==> src/hdl/kpi_pkg.sv <==
package kpi_pkg;

    localparam int MaxKeys   = 64;
    localparam int AddrW     = 6;
    localparam int CountW    = 7;
    localparam int FracBits  = 16;
    localparam int DataW     = 32;
    localparam int InDataW   = 200;
    localparam int OutDataW  = 328;

    localparam logic [1:0] TrkPos = 2'd0;
    localparam logic [1:0] TrkRot = 2'd1;
    localparam logic [1:0] TrkScl = 2'd2;

    localparam logic [1:0] CfgPosCount = 2'd0;
    localparam logic [1:0] CfgRotCount = 2'd1;
    localparam logic [1:0] CfgSclCount = 2'd2;

    localparam logic KindWrite = 1'b0;
    localparam logic KindQuery = 1'b1;

    localparam logic [DataW-1:0] FixOne = DataW'(1) << FracBits;

    // Lookup result classes.
    typedef enum logic [1:0] {
        LOC_EMPTY  = 2'd0,
        LOC_SINGLE = 2'd1,
        LOC_SEG    = 2'd2,
        LOC_ERR    = 2'd3
    } loc_t;

    // Shift-subtract divider start/done control.
    typedef struct packed {
        logic start;
        logic busy;
        logic done;
    } div_ctl_t;

endpackage

==> src/hdl/kpi_divider.sv <==
// Unsigned restoring divider, one quotient bit per cycle.
module kpi_divider (
    input  logic        aclk,
    input  logic        aresetn,
    input  logic        start,
    input  logic [63:0] dividend,
    input  logic [63:0] divisor,
    output logic [63:0] quotient,
    output logic        busy,
    output logic        done
);
    import kpi_pkg::*;

    logic [63:0] quot_reg;
    logic [64:0] rem_reg;
    logic [63:0] dvs_reg;
    logic [6:0]  cnt_reg;
    logic        busy_reg;
    logic        done_reg;
    logic [64:0] trial;
    logic [64:0] diff;

    assign trial = {rem_reg[63:0], quot_reg[63]};
    assign diff  = trial - {1'b0, dvs_reg};

    always_ff @(posedge aclk) begin
        if (!aresetn) begin
            busy_reg <= 1'b0;
            done_reg <= 1'b0;
            cnt_reg  <= '0;
        end else begin
            done_reg <= 1'b0;
            if (start) begin
                busy_reg <= 1'b1;
                cnt_reg  <= 7'd64;
                quot_reg <= dividend;
                rem_reg  <= '0;
                dvs_reg  <= divisor;
            end else if (busy_reg) begin
                if (!diff[64]) begin
                    rem_reg  <= diff;
                    quot_reg <= {quot_reg[62:0], 1'b1};
                end else begin
                    rem_reg  <= trial;
                    quot_reg <= {quot_reg[62:0], 1'b0};
                end
                cnt_reg <= cnt_reg - 7'd1;
                if (cnt_reg == 7'd1) begin
                    busy_reg <= 1'b0;
                    done_reg <= 1'b1;
                end
            end
        end
    end

    assign quotient = quot_reg;
    assign busy     = busy_reg;
    assign done     = done_reg;

    assert property (@(posedge aclk) disable iff (!aresetn) done |-> !busy)
        else $error("divider done while busy");
    assert property (@(posedge aclk) disable iff (!aresetn) start |=> busy)
        else $error("divider did not start");
    assert property (@(posedge aclk) disable iff (!aresetn) $fell(busy) |-> done)
        else $error("divider stopped without done");

endmodule

==> config.mk <==
export PLATFORM = sky130hd
export DESIGN_NAME = kpi_divider
export DESIGN_NICKNAME = d
export VERILOG_FILES = /design/src/hdl/kpi_pkg.sv /design/src/hdl/kpi_divider.sv
export SDC_FILE = /design/constraint.sdc
export NUM_CORES = 1
export LEC_CHECK = 0
export BUFFER_PORTS_ARGS = -buffer_cell sky130_fd_sc_hd__buf_2
export CAP_MARGIN = 30
export CORE_ASPECT_RATIO = 2
export CORE_MARGIN = 2
export CORE_UTILIZATION = 45
export DETAILED_ROUTE_END_ITERATION = 8
export GPL_TIMING_DRIVEN = 1
export PLACE_DENSITY = 0.67
export SLEW_MARGIN = 20
export SYNTH_ARGS = -nofsm -noshare
export SYNTH_HDL_FRONTEND = slang
export SYNTH_SLANG_ARGS = --single-unit
==> constraint.sdc <==
create_clock -name aclk -period 12.3 [get_ports aclk]
set_input_delay 3.69 -clock aclk [delete_from_list [all_inputs] [get_ports aclk]]
set_output_delay 3.69 -clock aclk [all_outputs]
set_load 0.01 [all_outputs]
Word-level counts from Yosys, hierarchy flattened
Index checks and enable logic that the tools add are counted.
{ "classes": {"n_div": 0, "add_sub_neg": 2, "n_mux": 11, "multipliers": 0, "n_eq_ne": 1, "n_reduce_logical": 5, "order_cmp": 0, "n_bitwise": 2, "shift": 0} }
{ "op_table": {"columns": ["operator", "count"], "rows": [
  ["64-bit 2-to-1 mux", 4],
  ["65-bit by 64-bit subtractor with 65-bit output", 1],
  ["7-bit 2-to-1 mux", 2],
  ["7-bit by 1-bit equality test with 1-bit output, second input constant", 1],
  ["7-bit by 1-bit subtractor with 7-bit output, second input constant", 1],
  ["1-bit 2-to-1 mux", 5],
  ["2-bit AND reduction", 2],
  ["3-bit OR reduction", 1],
  ["1-bit inverter", 2],
  ["2-bit nonzero test", 1],
  ["2-bit OR reduction", 1]
]} }
{ "totals": {"output_inout_bits": 66, "elab_cells": 28, "inputBits": 131, "rom_bits": 0, "ramBits": 0, "regBits": 201, "latch_bits": 0, "n_memories": 0} }

Depth between registers and ports, before layout
Gate-level depths: netlist (run 1).
{ "logic_depth": {"depth_word": 4, "depth_mapped": 15} }

Worst setup path before layout (run 1)
No wires, ideal clock.
{ "synth_timing": {"kind": "input -> register", "from": "input start", "to": "register busy_reg, in the netlist busy", "slack_ns": 4.694, "arrival_ns": 7.535, "required_time_ns": 12.229, "path_stages": 4, "path_buffers": 2, "cell_sequence": "clkbuf_1 clkbuf_1 o21a_1 o41a_1"} }
{ "synth_via": {"elab_chain_cells": 1} }
{ "synth_lines": {"columns": ["item", "line_no", "source"], "rows": [
  ["start: declaration", "kpi_divider.sv:5", "input logic start,"],
  ["1-bit 2-to-1 mux", "kpi_divider.sv:33", "if (start) begin"],
  ["end signal: assignment", "kpi_divider.sv:28", "busy_reg <= 1'b0;"],
  ["end signal: assignment", "kpi_divider.sv:34", "busy_reg <= 1'b1;"],
  ["end signal: assignment", "kpi_divider.sv:49", "busy_reg <= 1'b0;"],
  ["end: declaration", "kpi_divider.sv:18", "logic busy_reg;"]
]} }
Every way passes these cells.
A chain may end at the register's enable or synchronous reset.

Worst setup path in the final report (run 1)
{ "layout_timing": {"from": "input start", "to": "register rem_reg[42], enable pin"} }
{ "layout_via": {"elab_chain_cells": 2} }
{ "layout_lines": {"columns": ["item", "line_no", "source"], "rows": [
  ["2-bit nonzero test (no source line)", null, null],
  ["2-bit AND reduction (no source line)", null, null],
  ["end signal: assignment", "kpi_divider.sv:41", "rem_reg <= diff;"],
  ["end signal: assignment", "kpi_divider.sv:44", "rem_reg <= trial;"],
  ["end: declaration", "kpi_divider.sv:15", "logic [64:0] rem_reg;"]
]} }
Every way passes these cells.

==> run_results.csv, run 1 <==
group,metric,value,unit
sta,period_minus_slack,5.67,ns
clocking,numCtsBuffers,22,
synthesis,ys_types,70,
cells_and_area,drive_gt1_share,23.2,%
drt,wl_per_cell,19.2,µm
synthesis,synth_top_family_by_area,"compound AO/OA/AOI/OAI gates",
synthesis,synthXorXnorAreaFrac,4.09,%
sta,fmax,176,MHz
placement,dp_hpwl,23200,µm
grt,grt_usage,22.7,%
sta,tightest_slew,0.960,ns
clocking,cts_root_buf,"clkbuf_16",
floorplan,rows,85,
sta,setup_violations,0,
cells_and_area,diodes,0,
clocking,cts_setup_buffers,0,
setup_path,worstPathRequired,12.50,ns
clocking,postCtsHoldBufs,0,
drt,wl,32500,µm
floorplan,start_util,45.6,%
grt,grt_use_met2,43.3,%
min_path,hold_class,"flip-flop to flip-flop",
pwr,vdd_drop_max,0.159,mV
drt,drcViolationCount,0,
placement,gp_congestion,0.895,
placement,dp_cells,1656,
grt,grt_pass1_vias,10400,
setup_path,crit_path_frequent_cell,"buf_4",
grt,grt_max_degree,77,
clocking,cts_tree,"done",
cells_and_area,fin_nets,1532,
synthesis,syn_avg_cell_area,10.4,µm²
drt,dr.first_iter.drc_count,521,
setup_path,arrival,5.86,ns
cells_and_area,final_cells,1697,
floorplan,die_area,28600,µm²
synthesis,synth_mux_area_share,5.89,%
clocking,cts.sinks,201,
floorplan,core,26800,µm²
grt,grt_antenna_before_repair,0,
clocking,insertion_delay,0.53,ns
status,status,"complete, no violations",
synthesis,ys_seq_elements,201,
setup_path,critical-path-slowest-cell,"o21a_4",
job,maxCapViolCount,0,
floorplan,ios,197,
floorplan,die_y,237,µm
setup_path,slowest_delay,0.74,ns
drt,vias,9858,
placement,postPlaceCellArea,13400,µm²
sta,clock_skew,0.0238,ns
setup_path,path_buf_inv,3,
setup_path,cpLargestDelayFamily,"buffers and inverters",
grt,gr-usage-met1,22.8,%
setup_path,crit_type,"input pin to flip-flop",
pwr,leakage,5.76,nW
setup_path,cp-end-kind,"flip-flop",
drt,drt-pass1-iter-count,5,
synthesis,async_reset_ff_share,0,%
placement,port-buffer-count,196,
clocking,path_clk_slew,0.06,ns
cells_and_area,finish.utilization,52.8,%
synthesis,ys_seq_area_share,48.7,%
cells_and_area,final_cell_area,14200,µm²
synthesis,synth-compound-area-share,18.3,%
setup_path,cp-start-kind,"input pin",
synthesis,synth.cell_area,12200,µm²
sta,slew_headroom,35.8,%
drt,avgViaCountPerCell,5.81,
sta,finalHoldViolations,0,
synthesis,synth_enable_flop_cells,192,
floorplan,die_x,121,µm
cells_and_area,area_growth_syn_to_layout,15.8,%
sta,period_share,46.1,%
sta,rsz0062_at_grt,"false",
synthesis,syn_nets,1377,
synthesis,yosys_most_used_dff,"edfxtp_1",
clocking,htree_levels,1,
clocking,cts.repair.resized,0,
sta,setup_tns,0,ns
grt,overflow,0,
setup_path,worstPathCellList,"buf_4 > o21a_4 > buf_4 > buf_16",
grt,grt_pass1_wl,51800,µm
synthesis,syn_inst,1179,
grt,grt-busiest-layer,"met2",
synthesis,synthAdderAreaFrac,6.92,%
synthesis,yosys.area_share.simple,11.0,%
setup_path,critPathMaxFanout,65,
clocking,clk_path_buf_depth,3,
synthesis,synth_warnings,0,
pwr,power_density,150,nW/µm²
grt,met3_usage,3.95,%
drt,postRouteAntennaNets,0,
sta,drv_slew,0,
-- where the power goes --
| part | total (mW) | switching (mW) | internal, mW | leakage [nW] |
|---|---|---|---|---|
| Sequential | 0.856 | 0.0293 | 0.826 | 1.91 |
| Clock | 0.668 | 0.283 | 0.385 | 0.339 |
| Combinational | 0.600 | 0.365 | 0.234 | 3.51 |
-- cell families (layout without fill, tap and decap cells) --
logic type                 after synthesis  after routing
AOI/OAI and AO/OA                      371            371
xor gates and xnor gates                57             57
adders and majority gates               67             67
buffers and inverters                  158            328
DFF                                    201            201
muxes                                   64             64
and+or+nand+nor                        261            261
-- cell usage in the layout, fill, tap and decap left out, types with 3 or more instances in the layout --
master,instances
a211o_1,3
a211oi_1,13
a21o_1,32
a21oi_1,143
a221o_1,5
a221oi_1,3
a31oi_1,10
and2_1,4
and3_1,10
and4_1,4
buf_2,195
buf_4,8
clkbuf_1,6
clkbuf_16,22
dfxtp_1,9
edfxtp_1,192
ha_1,66
inv_1,84
mux2_2,63
nand2_1,63
nand2b_1,7
nand3_1,56
nand4_1,24
nor2_1,37
nor2b_1,8
nor3_1,13
nor4_1,6
o211ai_1,7
o21a_1,8
o21ai_0,96
o21bai_1,16
o31ai_1,6
or3_1,12
or4b_1,3
xnor2_1,36
xor2_1,21
-- path summary, 6_finish.rpt --
check | start | to | slack, ns | depth (start not counted)
setup reg to reg | quotient[63] | rem_reg[16] | 7.76 | 14
setup / recovery | start | rem_reg[42] | 6.63 | 4
hold / removal | cnt_reg[6] | done | 0.48 | 1
hold reg to reg | cnt_reg[6] | done | 0.48 | 1
-- Yosys cell counts (all sizes together) (9+ instances only) --
cell type	n	share of area [%]
dfxtp	9	1.5
a31oi	10	0.51
a21o	32	2.0
xnor2	36	2.6
o21bai	16	0.98
clkbuf	59	1.8
mux2	63	5.8
nor3	13	0.53
buf	15	0.72
xor2	21	1.5
ha	66	6.8
nand4	25	1.3
nand3	58	2.4
nand2	63	1.9
or3	12	0.61
edfxtp	192	47
nor2	37	1.1
a211oi	13	0.80
and3	10	0.51
o21a	9	0.55
o21ai	97	4.0
a21oi	145	6.0
inv	84	2.6
-- final cells by class --
class / count / area (µm²)
inverters: 84 / 315
multi-input cells: 820 / 5670
well taps: 348 / 435
fillers: 2497 / 12600
flip-flops and latches: 201 / 5950
clock buffers: 30 / 601
repair buffers: 205 / 1080
clock inverters: 9 / 109
-- metrics by stage --
stage | hold WS, ns | power (mW) | worst slack (ns)
6_report | 0.475 | 2.12 | 6.63
5_1_grt | 0.499 | 2.23 | 6.47
4_1_cts | 0.479 | 2.13 | 6.41
3_5_place_dp | 0.469 | 1.46 | 5.85
3_3_place_gp | 0.463 | 1.45 | 5.92
2_1_floorplan | 0.441 | 1.30 | 4.69
-- layer usage --
layer	vias up	wire, µm
li1	4704	-
met1	4687	11400
met2	372	17700
met3	95	1830
met4	0	1690
met5	-	0
(Power assumes the default switching activity.)
==> run 2: changes to the inputs <==
- ABC_AREA: default -> 1
- PLACE_DENSITY: 0.67 -> 0.68
- clock period: 12.3 -> 5.1 ns (I/O delays scaled with it)
==> run 2 against run 1 <==
Effect of this change:
- via count is 36% higher
- non-clock buffer count down 2
- highest routed layer unchanged
- global-route usage grew 4.6 points
==> run_results.csv, run 2 <==
group,metric,value,unit
sta,setup_tns,0,ns
cells_and_area,final_cell_area,16600,µm²
sta,period_share,62.8,%
sta,finalHoldViolations,0,
pwr,leakage,9.10,nW
setup_path,crit_type,"flip-flop to flip-flop",
pwr,switching_power,2.46,mW
pwr,power_frac_clock,24.3,%
sta,setup_violations,0,
cells_and_area,final_cell_mix,"nand2_1, inv_1, nor2_1",
synthesis,synth.top_cell.area_share,39.4,%
sta,slew_headroom,49.2,%
synthesis,synth_enable_flop_cells,192,
synthesis,synth_common_cells,"nand2_1, inv_1, nor2_1",
placement,postPlaceCellArea,16000,µm²
synthesis,ys_seq_area_share,40.7,%
clocking,path_clk_slew,0.07,ns
clocking,htree_levels,1,
synthesis,yosys_most_used_dff,"edfxtp_1",
setup_path,arrival,3.47,ns
floorplan,die_y,259,µm
setup_path,worstRegToRegCells,19,
cells_and_area,n_fill_cell,3339,
sta,fmax,312,MHz
grt,grt_antenna_before_repair,0,
sta,tightest_slew,0.762,ns
setup_path,cp-start-kind,"flip-flop",
cells_and_area,drive_gt1_share,12.4,%
placement,port-buffer-count,196,
synthesis,async_reset_ff_share,0,%
clocking,cts.repair.resized,0,
setup_path,r2r_setup_slack,1.90,ns
pwr,p_int,3.61,mW
floorplan,die_x,131,µm
setup_path,cp-end-kind,"flip-flop",
grt,grt_pass1_wl,71300,µm
floorplan,ios,197,
cells_and_area,final_common_cell,"nand2_1",
pwr,power_switching_share,40.6,%
floorplan,die_area,34000,µm²
pwr,vdd_drop_max,0.235,mV
placement,gp_congestion,1.01,
synthesis,syn_avg_cell_area,6.82,µm²
floorplan,start_util,45.5,%
sta,clock_skew,0.0233,ns
synthesis,ys_seq_elements,201,
sta,period_minus_slack,3.20,ns
clocking,postCtsHoldBufs,0,
floorplan,rows,93,
grt,grt_max_degree,69,
cells_and_area,seq_area,5950,µm²
synthesis,synth.cell_area,14600,µm²
cells_and_area,multi_input_area,6870,µm²
floorplan,core,32100,µm²
grt,grt_usage,27.3,%
status,status,"complete, no violations",
drt,wl_per_cell,16.9,µm
grt,overflow,0,
drt,dr.first_iter.drc_count,556,
synthesis,synth_top_cells_by_area,"edfxtp_1, nand2_1, inv_1",
cells_and_area,diodes,0,
sta,drv_slew,0,
setup_path,worstPathRequired,5.37,ns
clocking,insertion_delay,0.53,ns
drt,wl,46800,µm
drt,drcViolationCount,0,
drt,avgViaCountPerCell,4.83,
synthesis,ys_types,39,
cells_and_area,fin_nets,2533,
synthesis,synth.largest_area_cell,"edfxtp_1",
synthesis,syn_nets,2342,
grt,grt_pass1_vias,13600,
drt,vias,13400,
clocking,clk_path_buf_depth,3,
pwr,pwr-share-comb,40.0,%
clocking,numCtsBuffers,20,
clocking,cts_root_buf,"clkbuf_16",
drt,drt-pass1-iter-count,5,
clocking,cts_tree,"done",
drt,postRouteAntennaNets,0,
job,maxCapViolCount,0,
clocking,cts_setup_buffers,0,
synthesis,syn_inst,2144,
cells_and_area,area_growth_syn_to_layout,13.8,%
synthesis,yosysMostFrequentCell,"nand2_1",
synthesis,synth_warnings,0,
min_path,hold_class,"flip-flop to flip-flop",
setup_path,critPathMaxFanout,60,
pwr,power_frac_seq,35.7,%
sta,rsz0062_at_grt,"false",
min_path,hold_path_depth,2,
clocking,cts.sinks,201,
pwr,power_density,365,nW/µm²
pwr,finalPower,6.07,mW
placement,dp_hpwl,38400,µm
## run 2: cell types whose count changed in the layout (fill, tap and decap cells not counted), sizes merged, moves of 10 or more
| cell | change |
|---|---|
| a211oi | -12 |
| a21o | -31 |
| a21oi | -86 |
| inv | +338 |
| mux2 | -63 |
| nand2 | +893 |
| nand3b | +12 |
| nand4 | -10 |
| nor2 | +203 |
| o21ai | -89 |
| or3 | -12 |
| xnor2 | -36 |
| xor2 | +11 |
## run 2: through the flow
step | setup WS [ns] | std cells | util (%) | hold WS [ns]
detailed placement | 1.65 | 2740 | 49.8 | 0.463
CTS | 1.92 | 2776 | 51.8 | 0.474
finish | 1.90 | 2776 | 51.8 | 0.472
global route | 1.72 | 2776 | 51.8 | 0.516
global placement | 1.68 | 2739 | 49.8 | 0.456
floorplan | 0.266 | 2144 | - | 0.437
## run 2: kinds of logic (layout without fill, tap and decap cells)
group                      after synthesis  after routing  share of synthesized area, %
and+or+nand+nor                       1307           1307                          36.2
buffers and inverters                  457            662                          12.4
DFF                                    201            201                          40.7
AOI/OAI and AO/OA                       80             80                          3.00
adders and majority gates               67             67                          5.78
xor gates and xnor gates                32             32                          1.92
## run 2: per-layer routing
layer	track usage, %	part of all wire (%)	vias to the layer above
met3	3.14	4.0	152
met2	52.4	52	430
met1	24.3	33	5964
met5	0	0	-
met4	25.6	11	0
li1	-	-	6873
## run 2: path summary, 6_finish.rpt
check	start	end
setup / recovery	quotient[63]	rem_reg[32]
hold / removal	cnt_reg[6]	cnt_reg[6]
setup reg to reg	quotient[63]	rem_reg[32]
hold reg to reg	cnt_reg[6]	cnt_reg[6]
## run 2: cell type report
cell class / instances / share of cell area, %
clock buffer: 25 / 3.25
clock inverter: 11 / 0.541
inverter: 423 / 9.56
multi-input combinational: 1486 / 41.3
sequential: 201 / 35.7
tap: 427 / 3.21
timing repair buffer: 203 / 6.44
## run 2: critical path, cell delays in order (launching register included)
cell and delay, ns:
edfxtp_1 0.46, inv_1 0.07, ha_1 0.23, fa_1 0.42, inv_1 0.12, nand2_1 0.06, nand2_1 0.06, nand3_1 0.08
nand2_2 0.13, nand2_1 0.08, nand2_2 0.15, nand2_2 0.08, nand2_4 0.11, nand2_4 0.08, nand2_4 0.09, nand2_4 0.07
nand2_8 0.30, nand2_1 0.13, nand2_1 0.09, nor2_1 0.05
## run 2: power groups by stage
stage | Combinational [mW] | Clock, mW | Sequential (mW)
4_1_cts | 2.43 | 1.51 | 2.17
5_1_grt | 2.71 | 1.56 | 2.19
6_report | 2.43 | 1.48 | 2.17
3_5_place_dp | 2.42 | 0 | 2.20
3_3_place_gp | 2.40 | 0 | 2.20
2_1_floorplan | 1.70 | 0 | 2.20
==> run 3: changes to the inputs <==
- ABC_AREA: 1 -> 0
- PLACE_DENSITY: 0.68 -> 0.67
- clock period: 5.1 -> 3.3 ns (I/O delays scaled with it)
==> run 3 against run 2 <==
Effect of this change:
- the run now ends with setup timing left
- sequential power increased by 47%
- core utilization increased by 12 points
- die area decreased by 16%
- final area increased by 2.2%
- via count decreased by 20%
- clock-buffer cell count increased by 5
- critical endpoint is now rem_reg[39]
- largest cell class unchanged
==> run_results.csv, run 3 (synthesized netlist as in run 1, its figures left out) <==
group,metric,value,unit
setup_path,worstPathCellList,"ha_4 > buf_6 > nand2_4 > o211a_4 > o31ai_4 > a221o_1 > or3_4 > o211ai_4 > nand3_4 > and3_4 > buf_12 > or3_1 > a21oi_1",
sta,setup_violations,6,
setup_path,worstPathRequired,3.66,ns
drt,wl,37100,µm
pwr,leakage,6.94,nW
drt,wl_met3,1790,µm
sta,period_minus_slack,3.31,ns
setup_path,critical-path-slowest-cell,"edfxtp_1",
drt,vias,10700,
min_path,worst_hold_startpoint,"cnt_reg[6]",
grt,overflow,0,
clocking,numCtsBuffers,20,
drt,highest_layer,"met4",
floorplan,die_y,237,µm
grt,grt_max_degree,66,
setup_path,worstRegToRegCells,13,
clocking,path_clk_slew,0.08,ns
sta,fin_hold_ws,0.491,ns
sta,tightest_slew,1.10,ns
drt,drt-pass1-iter-count,5,
sta,period_share,100,%
setup_path,r2r_setup_slack,-0.01,ns
cells_and_area,n_fill_cell,2196,
setup_path,critPathMaxFanout,7,
job,maxCapViolCount,0,
cells_and_area,final_common_cell,"buf_2",
sta,finalHoldViolations,0,
clocking,clk_path_buf_depth,3,
clocking,cts.sinks,201,
drt,wl_met2,20800,µm
clocking,htree_levels,1,
setup_path,r2r_end,"rem_reg[39]",
sta,slew_headroom,26.1,%
drt,postRouteAntennaNets,0,
pwr,power_density,530,nW/µm²
sta,drv_slew,0,
floorplan,ios,197,
cells_and_area,fin_nets,1716,
placement,postPlaceCellArea,14700,µm²
clocking,cts_tree,"done",
cells_and_area,final_cell_area,17000,µm²
grt,grt_antenna_before_repair,0,
clocking,insertion_delay,0.53,ns
placement,gp_congestion,0.951,
setup_path,path_buf_inv,2,
setup_path,r2r_start,"rem_reg[17]",
floorplan,rows,85,
cells_and_area,final_cell_mix,"buf_2, edfxtp_1, buf_4",
setup_path,arrival,3.67,ns
drt,dr.first_iter.drc_count,602,
sta,fin_ws,-0.0140,ns
sta,fmax,302,MHz
sta,clock_skew,0.0363,ns
setup_path,slowest_delay,0.45,ns
status,status,"finished, violations left",
floorplan,start_util,45.6,%
cells_and_area,drive_gt1_share,44.4,%
floorplan,core,26800,µm²
setup_path,cp-start-kind,"flip-flop",
floorplan,die_area,28600,µm²
setup_path,crit_type,"flip-flop to flip-flop",
grt,grt_pass1_vias,11200,
status,violations,"setup timing",
cells_and_area,area_growth_syn_to_layout,39.2,%
grt,grt_usage,24.3,%
placement,port-buffer-count,196,
drt,wl_per_cell,19.7,µm
drt,drcViolationCount,0,
setup_path,cp-end-kind,"flip-flop",
sta,rsz0062_at_grt,"true",
drt,avgViaCountPerCell,5.72,
placement,dp_hpwl,26400,µm
setup_path,cpLargestDelayFamily,"simple AND/OR/NAND/NOR gates",
drt,met1_length,12300,µm
min_path,min_delay_worst_endpoint,"done",
pwr,vdd_drop_max,0.362,mV
clocking,cts_root_buf,"clkbuf_16",
placement,dp_slack,-0.288,ns
grt,grt_pass1_wl,55100,µm
floorplan,die_x,121,µm
min_path,hold_class,"flip-flop to flip-flop",
min_path,hold_path_depth,1,
cells_and_area,diodes,0,
-- run 3: cell types whose count changed in the layout (fill, tap and decap cells not counted), moves of 30 or more --
cell     previous run  this run
nor2_1            227        36
a21oi_2             2        41
buf_4               4       158
inv_1             409        79
xnor2_1             0        36
o21ai_0             8        51
a21o_1              1        31
nand3_1            60        22
mux2_2              0        63
a21oi_1            57        98
nand2_1           930        57
-- run 3: metal layers --
metal	up-vias	track usage, %
li1	5092	-
met1	5138	23.8
met2	384	47.3
met3	129	3.49
met4	0	13.4
met5	-	0
-- run 3: cell type report --
cell class | count | area [µm²] | share of cell area, %
clock buffer | 30 | 568 | 3.34
clock inverter | 5 | 86.3 | 0.508
inverter | 84 | 315 | 1.85
multi-input combinational | 822 | 6860 | 40.3
sequential | 201 | 5950 | 35.0
tap | 348 | 435 | 2.56
timing repair buffer | 389 | 2800 | 16.5
-- run 3: worst max-delay path by stage --
stage / depth (start not counted) / startpoint / slack [ns] / endpoint
finish: 13 / rem_reg[17] / -0.01 / rem_reg[39]
CTS: 12 / rem_reg[15] / 0.006 / rem_reg[51]
global placement: 15 / rem_reg[7] / -0.21 / rem_reg[39]
detailed placement: 15 / rem_reg[7] / -0.29 / rem_reg[39]
floorplan: 14 / rem_reg[16] / 0.002 / rem_reg[57]
global route: 13 / rem_reg[16] / -0.17 / rem_reg[63]
-- run 3: power by group --
part / internal [mW] / switching (mW) / leakage [nW] / total, mW
clock network: 1.35 / 1.01 / 0.319 / 2.37
registers: 3.08 / 0.123 / 1.91 / 3.20
logic: 1.61 / 1.83 / 4.71 / 3.44
-- run 3: what timing repair did --
| item | 4_1_cts | 5_1_grt |
|---|---|---|
| cloned | 2 | 7 |
| hold buffers | 0 | 0 |
| pin swaps | 27 | 74 |
| gates resized for setup | 62 | 220 |
| endpoints found under the setup margin | 65 | 65 |
| setup buffers | 10 | 24 |
-- run 3: stage by stage --
stage	std cells	util, %	power (mW)	setup TNS, ns
after floorplan	1179	-	4.84	0
after global placement	1802	54.8	5.87	-2.90
after detailed placement	1802	54.8	5.90	-7.52
after CTS	1849	58.8	8.44	0
after global routing	1879	63.5	9.39	-3.62
final	1879	63.5	9.01	-0.0448
